**config.mk**
```make
export PLATFORM = sky130hd
export DESIGN_NAME = signed_decimal_add_subtract
export DESIGN_NICKNAME = d
export VERILOG_FILES = /design/src/design/sdas_pkg.sv /design/src/design/sdas_cell.sv /design/src/design/sdas_finish.sv /design/src/design/signed_decimal_add_subtract.sv
export SDC_FILE = /design/constraint.sdc
export NUM_CORES = 1
export LEC_CHECK = 0
export ABC_AREA = 1
export BUFFER_PORTS_ARGS = -buffer_cell sky130_fd_sc_hd__buf_2
export CAP_MARGIN = 20
export CORE_UTILIZATION = 40
export CTS_CLUSTER_DIAMETER = 100
export CTS_CLUSTER_SIZE = 30
export DETAILED_ROUTE_END_ITERATION = 7
export HOLD_SLACK_MARGIN = 0.05
export SKIP_CTS_REPAIR_TIMING = 1
export SYNTH_ARGS = -nofsm -noshare
export SYNTH_HDL_FRONTEND = slang
export SYNTH_HIERARCHICAL = 1
export SYNTH_SLANG_ARGS = --single-unit
export TNS_END_PERCENT = 50
```
**constraint.sdc**
```tcl
create_clock -name clk_i -period 26.2 [get_ports clk_i]
set_input_delay 1.31 -clock clk_i [delete_from_list [all_inputs] [get_ports clk_i]]
set_output_delay 1.31 -clock clk_i [all_outputs]
set_load 0.005 [all_outputs]
```
**src/design/sdas_pkg.sv**
```systemverilog
package sdas_pkg;

  localparam int unsigned DIGITS = 9;
  localparam int unsigned DW     = 4 * DIGITS;
  localparam int unsigned CNT_W  = 4;

  typedef logic [3:0] digit_t;

  // Work carried from one digit cell to the next.
  typedef struct packed {
    logic          na;
    logic          nb;
    logic [DW-1:0] a;
    logic [DW-1:0] b;
    logic [DW-1:0] s;
    logic [DW-1:0] dab;
    logic [DW-1:0] dba;
    logic          cs;
    logic          bab;
    logic          bba;
  } stage_t;

  // A nibble above nine is read as nine.
  function automatic digit_t clamp_digit(input digit_t d);
    clamp_digit = (d > 4'd9) ? 4'd9 : d;
  endfunction

endpackage

```
**src/design/sdas_cell.sv**
```systemverilog
module sdas_cell import sdas_pkg::*; (
  input  logic   clk_i,
  input  logic   rst_ni,
  input  logic   valid_i,
  input  stage_t data_i,
  output logic   ready_o,
  output logic   valid_o,
  output stage_t data_o,
  input  logic   ready_i
);

  logic   valid_q;
  stage_t data_q, data_d;
  digit_t a0, b0, sd, abd, bad;
  logic [4:0] sum5, xab, xba;
  logic   cs_n, bab_n, bba_n;

  // The cell works on the low digit of the operands and shifts it out, so every
  // cell in the row is the same.
  always_comb begin
    a0   = clamp_digit(data_i.a[3:0]);
    b0   = clamp_digit(data_i.b[3:0]);
    sum5 = 5'(a0) + 5'(b0) + 5'(data_i.cs);
    xab  = 5'(a0) + 5'd10 - 5'(b0) - 5'(data_i.bab);
    xba  = 5'(b0) + 5'd10 - 5'(a0) - 5'(data_i.bba);
    if (sum5 >= 5'd10) begin
      sd   = 4'(sum5 - 5'd10);
      cs_n = 1'b1;
    end else begin
      sd   = sum5[3:0];
      cs_n = 1'b0;
    end
    if (xab >= 5'd10) begin
      abd   = 4'(xab - 5'd10);
      bab_n = 1'b0;
    end else begin
      abd   = xab[3:0];
      bab_n = 1'b1;
    end
    if (xba >= 5'd10) begin
      bad   = 4'(xba - 5'd10);
      bba_n = 1'b0;
    end else begin
      bad   = xba[3:0];
      bba_n = 1'b1;
    end
    data_d     = data_i;
    data_d.a   = data_i.a >> 4;
    data_d.b   = data_i.b >> 4;
    data_d.s   = (data_i.s >> 4) | (DW'(sd) << (DW - 4));
    data_d.dab = (data_i.dab >> 4) | (DW'(abd) << (DW - 4));
    data_d.dba = (data_i.dba >> 4) | (DW'(bad) << (DW - 4));
    data_d.cs  = cs_n;
    data_d.bab = bab_n;
    data_d.bba = bba_n;
  end

  assign ready_o = !valid_q || ready_i;

  always_ff @(posedge clk_i or negedge rst_ni) begin
    if (!rst_ni) begin
      valid_q <= 1'b0;
    end else if (ready_o) begin
      valid_q <= valid_i;
    end
  end

  always_ff @(posedge clk_i) begin
    if (ready_o && valid_i) begin
      data_q <= data_d;
    end
  end

  assign valid_o = valid_q;
  assign data_o  = data_q;

endmodule

```
**src/design/sdas_finish.sv**
```systemverilog
module sdas_finish import sdas_pkg::*; (
  input  logic             clk_i,
  input  logic             rst_ni,
  input  logic             valid_i,
  input  stage_t           data_i,
  output logic             ready_o,
  output logic             valid_o,
  input  logic             stall_i,
  output logic [DW-1:0]    sum_digits_o,
  output logic             sum_negative_o,
  output logic [CNT_W-1:0] digit_count_o,
  output logic             overflow_o
);

  logic             valid_q;
  logic [DW-1:0]    mag_d, mag_q;
  logic             neg_d, neg_q, ovf_d, ovf_q;
  logic [CNT_W-1:0] cnt_d, cnt_q;
  logic             like;

  always_comb begin
    like  = (data_i.na == data_i.nb);
    ovf_d = like && data_i.cs;
    if (like) begin
      mag_d = data_i.s;
      neg_d = data_i.na;
    end else if (data_i.bab) begin
      mag_d = data_i.dba;
      neg_d = data_i.nb;
    end else begin
      mag_d = data_i.dab;
      neg_d = data_i.na;
    end
    if (ovf_d) begin
      mag_d = '0;
    end
    if (mag_d == '0) begin
      neg_d = 1'b0;
    end
    cnt_d = CNT_W'(1);
    for (int i = 0; i < DIGITS; i++) begin
      if (mag_d[4*i +: 4] != 4'd0) begin
        cnt_d = CNT_W'(i + 1);
      end
    end
  end

  assign ready_o = !valid_q || !stall_i;

  always_ff @(posedge clk_i or negedge rst_ni) begin
    if (!rst_ni) begin
      valid_q <= 1'b0;
    end else if (ready_o) begin
      valid_q <= valid_i;
    end
  end

  always_ff @(posedge clk_i) begin
    if (ready_o && valid_i) begin
      mag_q <= mag_d;
      neg_q <= neg_d;
      cnt_q <= cnt_d;
      ovf_q <= ovf_d;
    end
  end

  assign valid_o        = valid_q;
  assign sum_digits_o   = mag_q;
  assign sum_negative_o = neg_q;
  assign digit_count_o  = cnt_q;
  assign overflow_o     = ovf_q;

endmodule

```
**src/design/signed_decimal_add_subtract.sv**
```systemverilog
// Pipeline: the edge that accepts a request loads it into the first digit cell, and later
// edges move it one stage on at a time, as each next stage is ready, through the other
// cells and the output register. Throughput: one request per cycle while no stall holds
// the row of digit cells, which works as a pipeline. Stalls collapse bubbles stage by
// stage, so input keeps flowing while a result waits, until every stage is full.
// Reset: rst_ni is asynchronous and active low; it empties every stage and the output.
module signed_decimal_add_subtract import sdas_pkg::*; (
  input  logic             clk_i,
  input  logic             rst_ni,
  input  logic             valid_i,
  output logic             stall_o,
  input  logic             opcode_i,
  input  logic [DW-1:0]    first_digits_i,
  input  logic             first_negative_i,
  input  logic [DW-1:0]    second_digits_i,
  input  logic             second_negative_i,
  output logic             valid_o,
  input  logic             stall_i,
  output logic [DW-1:0]    sum_digits_o,
  output logic             sum_negative_o,
  output logic [CNT_W-1:0] digit_count_o,
  output logic             overflow_o
);

  // Stage k of the row holds the request that has had its k low digits worked.
  // Each cell forms three digit results at once: the sum with decimal carry, and
  // both differences first minus second and second minus first with decimal
  // borrow. The finish stage picks one once the final carry and borrows are known.
  stage_t      stage_data  [DIGITS+1];
  logic        stage_valid [DIGITS+1];
  logic        stage_ready [DIGITS+1];
  stage_t      req_data;

  // A subtract request simply flips the sign of the second operand.
  always_comb begin
    req_data     = '0;
    req_data.na  = first_negative_i;
    req_data.nb  = second_negative_i ^ opcode_i;
    req_data.a   = first_digits_i;
    req_data.b   = second_digits_i;
  end

  assign stage_data[0]  = req_data;
  assign stage_valid[0] = valid_i;
  assign stall_o        = !stage_ready[0];

  for (genvar k = 0; k < DIGITS; k++) begin : g_cell
    sdas_cell u_cell (
      .clk_i   (clk_i),
      .rst_ni  (rst_ni),
      .valid_i (stage_valid[k]),
      .data_i  (stage_data[k]),
      .ready_o (stage_ready[k]),
      .valid_o (stage_valid[k+1]),
      .data_o  (stage_data[k+1]),
      .ready_i (stage_ready[k+1])
    );
  end

  // The finish stage chooses the magnitude and sign, flags overflow of a
  // like-signed sum and counts significant digits.
  sdas_finish u_finish (
    .clk_i          (clk_i),
    .rst_ni         (rst_ni),
    .valid_i        (stage_valid[DIGITS]),
    .data_i         (stage_data[DIGITS]),
    .ready_o        (stage_ready[DIGITS]),
    .valid_o        (valid_o),
    .stall_i        (stall_i),
    .sum_digits_o   (sum_digits_o),
    .sum_negative_o (sum_negative_o),
    .digit_count_o  (digit_count_o),
    .overflow_o     (overflow_o)
  );

endmodule

```
Yosys cells after proc, flatten, opt, wreduce, memory -nomap -nowiden
Index checks and enable logic that the tools add are counted.
{"block": "totals", "input_bits": 79, "wordCells": 395, "register_bits": 1260, "out_inout_bits": 44}
{"block": "op_classes", "n_bitwise": 25, "muxes": 83, "n_lt_le_gt_ge": 45, "n_eq_ne": 1, "n_addsub": 96, "reduce_logical": 43}
{"op": "$or A32 B36 Y36", "count": 24}
{"op": "$mux W4", "count": 45}
{"op": "$ge A5 B4 Y1 const B", "count": 27}
{"op": "$mux W36", "count": 3}
{"op": "$sub A4 B4 Y4 const B", "count": 27}
{"op": "$add A4 B4 Y5 const B", "count": 18}
{"op": "$sub A5 B4 Y5", "count": 18}
{"op": "$sub A5 B1 Y5", "count": 16}
{"op": "$gt A4 B4 Y1 const B", "count": 18}
{"op": "$add A4 B4 Y5", "count": 9}
{"op": "$add A5 B1 Y5", "count": 8}
{"op": "$logic_not A36 Y1", "count": 1}
{"op": "$reduce_bool A4 Y1", "count": 8}
{"op": "$mux W1", "count": 29}
{"op": "$logic_not A1 Y1", "count": 12}
{"op": "$mux W3", "count": 4}
{"op": "$logic_and A1 B1 Y1", "count": 11}
{"op": "$logic_or A1 B1 Y1", "count": 10}
{"op": "$mux W2", "count": 2}
{"op": "$reduce_or A2 Y1", "count": 1}
{"op": "$eq A1 B1 Y1", "count": 1}
{"op": "$xor A1 B1 Y1", "count": 1}

Depth between registers and ports, before layout
Gate-level depths: netlist of the first run.
{"block": "depth", "depth_word": 12, "ltp_mapped": 20, "mapped_depth_nobuf": 20}

Cells and area by module
The synthesis of the first run kept the hierarchy.
{"module": "sdas_cell (g_cell[1].u_cell ...)", "instances": 5, "area_per_inst_um2": 6254.7, "cells_per_inst": 328, "seq_area_each_um2": 5340.1}
{"module": "sdas_cell (g_cell[6].u_cell ...)", "instances": 2, "area_per_inst_um2": 6264.8, "cells_per_inst": 327, "seq_area_each_um2": 5340.1}
{"module": "sdas_cell (g_cell[8].u_cell)", "instances": 1, "area_per_inst_um2": 6328.6, "cells_per_inst": 329, "seq_area_each_um2": 5340.1}
{"module": "sdas_cell (g_cell[0].u_cell)", "instances": 1, "area_per_inst_um2": 6321.1, "cells_per_inst": 330, "seq_area_each_um2": 5340.1}
{"module": "sdas_finish", "instances": 1, "area_per_inst_um2": 2725.1, "cells_per_inst": 378, "seq_area_each_um2": 1286.2}
{"module": "signed_decimal_add_subtract", "instances": 1, "area_per_inst_um2": 26.3, "cells_per_inst": 7, "seq_area_each_um2": 0.0}

Least setup slack after synthesis of the first run
Ideal clock, no wire load.
{"block": "synth_timing", "path_kind": "input to register", "startpoint": "in stall_i", "endpoint": "reg g_cell[0].u_cell.data_q (netlist bit g_cell[0].u_cell/data_o[0]) (enable)", "setup_ns": 0.772, "stages": 19, "path_slack_ns": 14.681, "required_time_ns": 25.428, "path_buffers": 0, "t_arrival_ns": 10.747, "cell_sequence": "nand2_1 -> inv_1 -> nand2_1 -> inv_1 -> nand2_1 -> inv_1 -> nand2_1 -> inv_1 -> nand2_1 -> inv_1 -> nand2_1 -> inv_1 -> nand2_1 -> inv_1 -> nand2_1 -> inv_1 -> nand2_1 -> inv_1 -> a21oi_1"}
{"item": "start, declared", "line": "signed_decimal_add_subtract.sv:18", "text": "input logic stall_i,"}
{"item": "end signal, assigned", "line": "sdas_cell.sv:70", "text": "data_q <= data_d;"}
{"item": "end, declared", "line": "sdas_cell.sv:13", "text": "stage_t data_q, data_d;"}

==> results of run 1 <==
worst max-delay path by stage:
stage	slack, ps	from	end
global route	21160	stall_i	stall_o
detailed placement	21370	stall_i	g_cell[0].u_cell/data_o[117]
CTS	21440	stall_i	stall_o
floorplan	18780	stall_i	g_cell[8].u_cell/data_o[100]
global placement	21410	stall_i	g_cell[0].u_cell/data_o[116]
finish	21460	stall_i	stall_o
metrics by stage:
stage	hold slack, ps	util (%)	area, um^2
final	412.2	43.94	40270
after global routing	422.1	43.94	40270
after CTS	415.8	43.91	40250
after detailed placement	404.5	42.67	39120
after global placement	400.8	42.67	39120
after floorplan	400.3	-	36990
sequential cells by signal, indices dropped and copies added (netlist names):
signal	cells
u_finish/overflow_o	1
g_cell.u_cell/data_o	872
u_finish/digit_count_o	4
u_finish/sum_negative_o	1
g_cell.u_cell/valid_o	9
u_finish/sum_digits_o	36
u_finish/valid_o	1
worst max-delay path, cell delays in order:
cell and delay, ps:
buf_2 110, nand2_1 60, inv_1 120, nand2_1 100, inv_1 120, nand2_1 80
inv_1 110, nand2_1 80, inv_1 110, nand2_1 80, inv_1 110, nand2_1 80
inv_1 110, nand2_1 80, inv_1 110, nand2_1 90, inv_1 110, nand2_1 80
inv_1 120, nand2_1 90, inv_1 50, buf_2 100
power breakdown:
group	switching (uW)	total (uW)	leakage (uW)	internal, uW
logic	858	1300	0.00669	444
clock network	409	707	0.000553	298
registers	123	2320	0.00906	2200
total	1390	4330	0.0163	2940
layout by cell type (no fill, tap or decap), drive strengths merged, types with 25 or more instances in the layout:
master / count
edfxtp: 914
nand2: 515
inv: 402
buf: 136
nor2: 135
ha: 134
nand3: 105
o21ai: 81
fa: 44
clkbuf: 42
a21oi: 35
xor2: 25
layer usage:
layer	wire (um)	up-vias
met5	0	-
met4	969	0
met3	1946	62
met1	27500	8381
li1	-	8853
met2	27660	204
layout make-up:
cell class	count	area, um^2	share of cell area (%)
Tap cell	1186	1484	3.685
Sequential cell	924	27700	68.77
Timing Repair Buffer	136	735.7	1.827
Multi-Input combinational cell	1184	7725	19.18
Clock buffer	42	987.2	2.451
Clock inverter	11	143.9	0.3573
Inverter	398	1501	3.728
==> flow_summary.ini, run 1 <==
[logic_synthesis]
netlist_instances = 2536
synth_area_um2 = 36980
yosysWarnings = 6
avgSynthCellArea_um2 = 14.58

[die]
core_area_um2 = 91660
die_w_um = 306.1
dieArea_um2 = 93670
io_pins = 123
die_h_um = 306.1
num_rows = 111
initial_core_util_pct = 40.34

[global_route]
grt_util_met3_pct = 1.749
busiest_layer = met2
grt_pass1_vias = 17687
grt_pass1_wl_mm = 92.70
grt_usage_pct = 12.53
grt_overflow = 0
grt_max_degree = 89
antenna_found_initial = 0
grtUsageMet1_pct = 17.04
grt.met2_usage_pct = 21.28

[timing]
finalHoldViolCount = 0
post-route-period-util_pct = 18.09
finalSetupViolCount = 0
max_slew_margin_pct = 29.28
period_needed_ps = 4740
timing.final.max_slew_violations = 0
finClkSkew_ps = 26.47
worst_slack_ps = 21460
max_clock_freq_mhz = 211.0
finalSetupTns_ps = 0
worst_slew_pin_slew_ps = 1058
grt_setup_unrepaired = false

[clocking]
clock-sinks = 924
clk_latency_ps = 600
clkTransAtPathRegs_ps = 100
cts-root-buf = clkbuf_16
numCtsBuffers = 38
clockBufferDepth = 3
h-tree-depth = 2
tritoncts = built

[place]
place_inst = 3827
place_congestion = 0.7963
pre_cts_ws_ps = 21370
dpl.hpwl_mm = 41.64
io_buffers = 122

[detailed_routing]
ant_nets = 0
via_per_inst = 4.509
wl_per_cell_um = 14.96
vias = 17500
firstDrtPassIters = 5
finalWirelength_mm = 58.07
drc_errors = 0
drtIter0Drc = 905

[critical_path]
crit_fanout = 2
crit_type = input port to primary output
cp-start-kind = input port
reg2reg_slack_ps = 22430
critPathRequiredTime_ps = 24890
timing.rr.start = u_finish/valid_o
r2r_end = g_cell[0].u_cell/data_o[184]
rr_worst_depth = 20
cp-end-kind = primary output
crit_arrival_ps = 3430

[power]
power_leakage_uw = 0.01630
power_density_nw_per_um2 = 107.6
total_power_uw = 4333
max-vdd-ir-drop_v = 0.00004927

[layout]
fillers = 8083
drive_above_1_share_pct = 13.80
final_cells = 3881
diodes = 0
layout.nets = 2939
area_growth_pct = 8.909

[worst_hold_path]
min_to = g_cell[1].u_cell/data_o[183]
worst_hold_path_type = register to register
min_delay_path_depth = 0
min_from = g_cell[0].u_cell/data_o[183]

[run_status]
status = completed

[flow_run]
cap_violations = 0
No activity file was read; power rests on OpenSTA's default activity.
==> run 2: changes to the inputs <==
Clock period 26.2 ns to 4.43 ns, I/O delays scaled along.
==> run 2 against run 1 <==
  * Non-clock buffer count is 84 higher
  * Final cell count rose by 2.1%
  * Sequential power rose to 5.9 times the previous value
  * Utilization increased by 0.98 points
  * Register-to-register slack got worse by 21000 ps
  * Cell area rose by 2.2%
  * Wire length increased by 1.3%
  * Global-route usage is essentially flat
  * Via count is 3.5% higher
  * Die area stayed put
  * Largest power group unchanged
  * Highest routed layer unchanged
  * Power grew to 5.9 times the previous value
  * Sequential cell count is the same
==> flow_summary.ini, run 2 (synthesized netlist as in run 1, its figures left out) <==
[detailed_routing]
via_per_inst = 4.568
firstDrtPassIters = 4
wl_per_cell_um = 14.83
ant_nets = 0
finalWirelength_mm = 58.80
drtIter0Drc = 881
vias = 18106
drc_errors = 0

[layout]
most-common-layout-cells = edfxtp_1, nand2_1, inv_1
multi_input_area_um2 = 7725
fillers = 8028
drive_above_1_share_pct = 13.93
largest_reg_flops = 872
final_common_cell = edfxtp_1
ff_latch_area_um2 = 27700
fin_util_pct = 44.91
diodes = 0
layout.nets = 3023
area_growth_pct = 11.33

[timing]
finalSetupViolCount = 0
finClkSkew_ps = 31.50
timing.final.max_slew_violations = 0
post-route-period-util_pct = 75.86
max_slew_margin_pct = 34.50
finalHoldViolCount = 0
period_needed_ps = 3361
grt_setup_unrepaired = false
worst_slew_pin_slew_ps = 980.3
max_clock_freq_mhz = 297.6
finalSetupTns_ps = 0

[critical_path]
cpLargestDelayFamily = adder cells
cp-end-kind = register
cp_num_buf_inv = 4
cp_slowest_cell = fa_1
critical_path.max_stage_delay_ps = 560
crit_top_cell = inv_1
worstPathCellList = nor2_1, inv_1, ha_1, inv_1, fa_1, ha_1, fa_1, inv_1, nor4_1, nand3_2, nand2_4, inv_4, nand2_2, nand2_2
critPathRequiredTime_ps = 4810
cp-start-kind = register
crit_fanout = 6
crit_type = register to register
crit_arrival_ps = 3740

[global_route]
grt_max_degree = 109
grt_pass1_vias = 18286
grt_usage_pct = 12.51
grt_pass1_wl_mm = 93.08
grt_overflow = 0
antenna_found_initial = 1

[power]
max-vdd-ir-drop_v = 0.0002556
power_leakage_uw = 0.01668
power_density_nw_per_um2 = 624.9

[die]
num_rows = 111
dieArea_um2 = 93670
core_area_um2 = 91660
die_h_um = 306.1
initial_core_util_pct = 40.34
die_w_um = 306.1
io_pins = 123

[clocking]
clk_latency_ps = 610
tritoncts = built
h-tree-depth = 2
clkTransAtPathRegs_ps = 110
cts-root-buf = clkbuf_16
clock-sinks = 924
clockBufferDepth = 3
numCtsBuffers = 38

[flow_run]
cap_violations = 0

[run_status]
status = completed

[place]
io_buffers = 122
place_congestion = 0.7881
dpl.hpwl_mm = 41.30

[worst_hold_path]
worst_hold_path_type = input port to register
-- run 2: final timing paths --
path,startpoint,endpoint,slack (ps),cells past startpoint
max,g_cell[7].u_cell/data_o[114],g_cell[8].u_cell/data_o[36],1070,14
min,second_digits_i[0],g_cell[0].u_cell/data_o[35],120,5
max reg2reg,g_cell[7].u_cell/data_o[114],g_cell[8].u_cell/data_o[36],1070,14
min reg2reg,g_cell[0].u_cell/data_o[170],g_cell[1].u_cell/data_o[166],400,0
max in group asynchronous,rst_ni,g_cell[1].u_cell/valid_o,3430,3
min in group asynchronous,rst_ni,g_cell[6].u_cell/valid_o,640,3
-- run 2: layout make-up --
class                           count  share of cell area, %
Clock buffer                       43                  2.456
Timing Repair Buffer              220                  4.024
Multi-Input combinational cell   1184                  18.76
Sequential cell                   924                  67.28
Tap cell                         1186                  3.605
Inverter                          398                  3.647
Clock inverter                      9                 0.2279
-- run 2: worst register-to-register path: cells and delay by family, from the launching register on --
kind | cells | cell delay (ps)
adder cells (fa/ha/maj) | 4 | 1410
buffers and inverters | 4 | 340
flip-flops | 1 | 480
AND/OR/NAND/NOR | 6 | 920
-- run 2: metal layers --
layer / GRT usage (%) / wire length [um] / vias to the layer above
li1: - / - / 9022
met1: 15.84 / 26280 / 8813
met2: 22.53 / 29750 / 199
met3: 1.645 / 1554 / 72
met4: 3.267 / 1216 / 0
met5: 0 / 0 / -
-- run 2: stage by stage --
stage | hold WS, ps | std cells | setup WS [ps] | power [uW] | area (um^2)
2_1_floorplan | -74.09 | 2540 | -1732 | 19550 | 37010
3_3_place_gp | 101.3 | 3843 | 1254 | 21330 | 39370
3_5_place_dp | 110.2 | 3843 | 1153 | 21860 | 39370
4_1_cts | -561.3 | 3895 | 1116 | 26030 | 40480
5_1_grt | 103.4 | 3964 | 870.6 | 27570 | 41170
6_report | 122.1 | 3964 | 1069 | 25730 | 41170
-- run 2: power by group --
part           leakage (uW)  switching (uW)  internal (uW)  total, uW
logic               0.00710            5130           2760       7880
registers           0.00906             715          13000      13700
clock network      0.000528            2460           1680       4140
==> run 3: changes to the inputs <==
Clock period 4.43 ns to 2.75 ns, I/O delays scaled along.
==> run 3 against run 2 <==
  * The run now ends with setup timing left
  * Non-clock buffer count up 227
  * Wire length up 7.1%
  * Sequential power up 61%
  * Clock power up 79%
  * Combinational power up 120%
  * Critical endpoint unchanged
  * Cell area up 8.6%
  * Via count up 5.3%
  * Hold slack better by 76 ps
  * Final cell count up 6.1%
  * Largest cell class unchanged
  * First-iteration DRC count down 1.0%
  * Critical path depth up 1
==> flow_summary.ini, run 3 (synthesized netlist as in run 1, its figures left out) <==
[place]
place_inst = 4012
place_congestion = 0.8112
placed_cell_area_um2 = 40720
io_buffers = 122
dpl.hpwl_mm = 44.05

[die]
initial_core_util_pct = 40.34
dieArea_um2 = 93670
die_w_um = 306.1
io_pins = 123
die_h_um = 306.1
core_area_um2 = 91660
num_rows = 111

[power]
internal_power_uw = 31080
max-vdd-ir-drop_v = 0.0004737
power_leakage_uw = 0.01804
total_power_uw = 46560
p_seq_share_pct = 47.4
pwr-share-comb_pct = 36.6
power_density_nw_per_um2 = 1042
power.share.clock_pct = 16.0
power.switching_uw = 15480
switching_share_pct = 33.25

[critical_path]
timing.rr.start = g_cell[7].u_cell/data_o[112]
setup.worst_path.start = g_cell[7].u_cell/data_o[112]
cp-end-kind = register
cp-start-kind = register
crit_type = register to register
critPathRequiredTime_ps = 3110
crit_fanout = 6
crit_arrival_ps = 3380

[clocking]
clock-sinks = 924
clockBufferDepth = 3
numCtsBuffers = 42
clkTransAtPathRegs_ps = 100
h-tree-depth = 2
clk_latency_ps = 610
cts-root-buf = clkbuf_16
tritoncts = built

[timing]
worst_slack_ps = -270.6
max_clock_freq_mhz = 331.1
grt_setup_unrepaired = true
post-route-period-util_pct = 109.8
timing.final.max_slew_violations = 0
finClkSkew_ps = 23.09
worst_slew_pin_slew_ps = 692.2
hold-worst-slack_ps = 198.2
max_slew_margin_pct = 53.85
finalHoldViolCount = 0
finalSetupViolCount = 37
period_needed_ps = 3021

[global_route]
grt_overflow = 0
antenna_found_initial = 1
grt_pass1_vias = 18944
grt_pass1_wl_mm = 96.99
grt_usage_pct = 13.00
grt_max_degree = 73

[layout]
post-route-cell-area_um2 = 44690
multi_input_area_um2 = 9070
fin_util_pct = 48.76
largest_reg_flops = 872
fillers = 7685
final_cells = 4204
final_common_cell = edfxtp_1
layout.nets = 3254
diodes = 0
ff_latch_area_um2 = 27700
most-common-layout-cells = edfxtp_1, nand2_1, inv_1
drive_above_1_share_pct = 30.58
area_growth_pct = 20.85

[run_status]
status = complete, but fails checks
failed_checks = setup timing

[detailed_routing]
wl_per_cell_um = 14.98
vias = 19063
ant_nets = 0
drtIter0Drc = 872
firstDrtPassIters = 5
drc_errors = 0
finalWirelength_mm = 62.97
via_per_inst = 4.534

[worst_hold_path]
min_from = first_digits_i[2]
worst_hold_path_type = input port to register

[flow_run]
cap_violations = 0
## run 3: worst max-delay path: stages (launching register included)
cell and delay [ps]:
edfxtp_1 390, inv_1 70, nor2_2 160, inv_2 70, ha_4 160, inv_2 50, fa_1 420, ha_2 200
fa_1 540, inv_2 70, nor4_4 280, nand3_2 130, nand2_4 130, inv_4 30, nand2_2 50, nand2_2 40
## run 3: worst paths after layout
path / to / depth (start not counted) / slack (ps)
max: g_cell[8].u_cell/data_o[36] / 15 / -270
max in group asynchronous: g_cell[2].u_cell/valid_o / 3 / 1840
min reg2reg: g_cell[1].u_cell/data_o[156] / 0 / 400
min: g_cell[0].u_cell/data_o[71] / 6 / 200
min in group asynchronous: g_cell[6].u_cell/valid_o / 3 / 560
max reg2reg: g_cell[8].u_cell/data_o[36] / 15 / -270
## run 3: power by group through the flow
stage | Sequential [uW] | Combinational, uW | Clock, uW
2_1_floorplan | 22000 | 9370 | 0
3_3_place_gp | 22300 | 13500 | 0
3_5_place_dp | 22400 | 14100 | 0
4_1_cts | 22100 | 14200 | 7750
5_1_grt | 22400 | 19000 | 8180
6_report | 22100 | 17100 | 7430
## run 3: final cells by class
cell class,count,share of cell area (%)
repair buffers,447,7.965
clock inverters,15,0.5123
clock buffers,50,2.562
inverters,398,3.371
well taps,1186,3.320
multi-input cells,1184,20.30
flip-flops and latches,924,61.97
## run 3: stage by stage
step	setup TNS [ps]	setup WS, ps
5_1_grt	-11090	-405.9
2_1_floorplan	-251950	-424.0
3_3_place_gp	-3688	-187.6
4_1_cts	-10230	-296.8
6_report	-3010	-270.6
3_5_place_dp	-9091	-270.4
## run 3: routing by layer
layer	vias to the layer above	GRT usage [%]	routed length, um
li1	9484	-	-
met1	9270	16.47	27200
met2	238	23.40	32580
met3	71	1.797	1900
met4	0	3.221	1288
met5	-	0	0
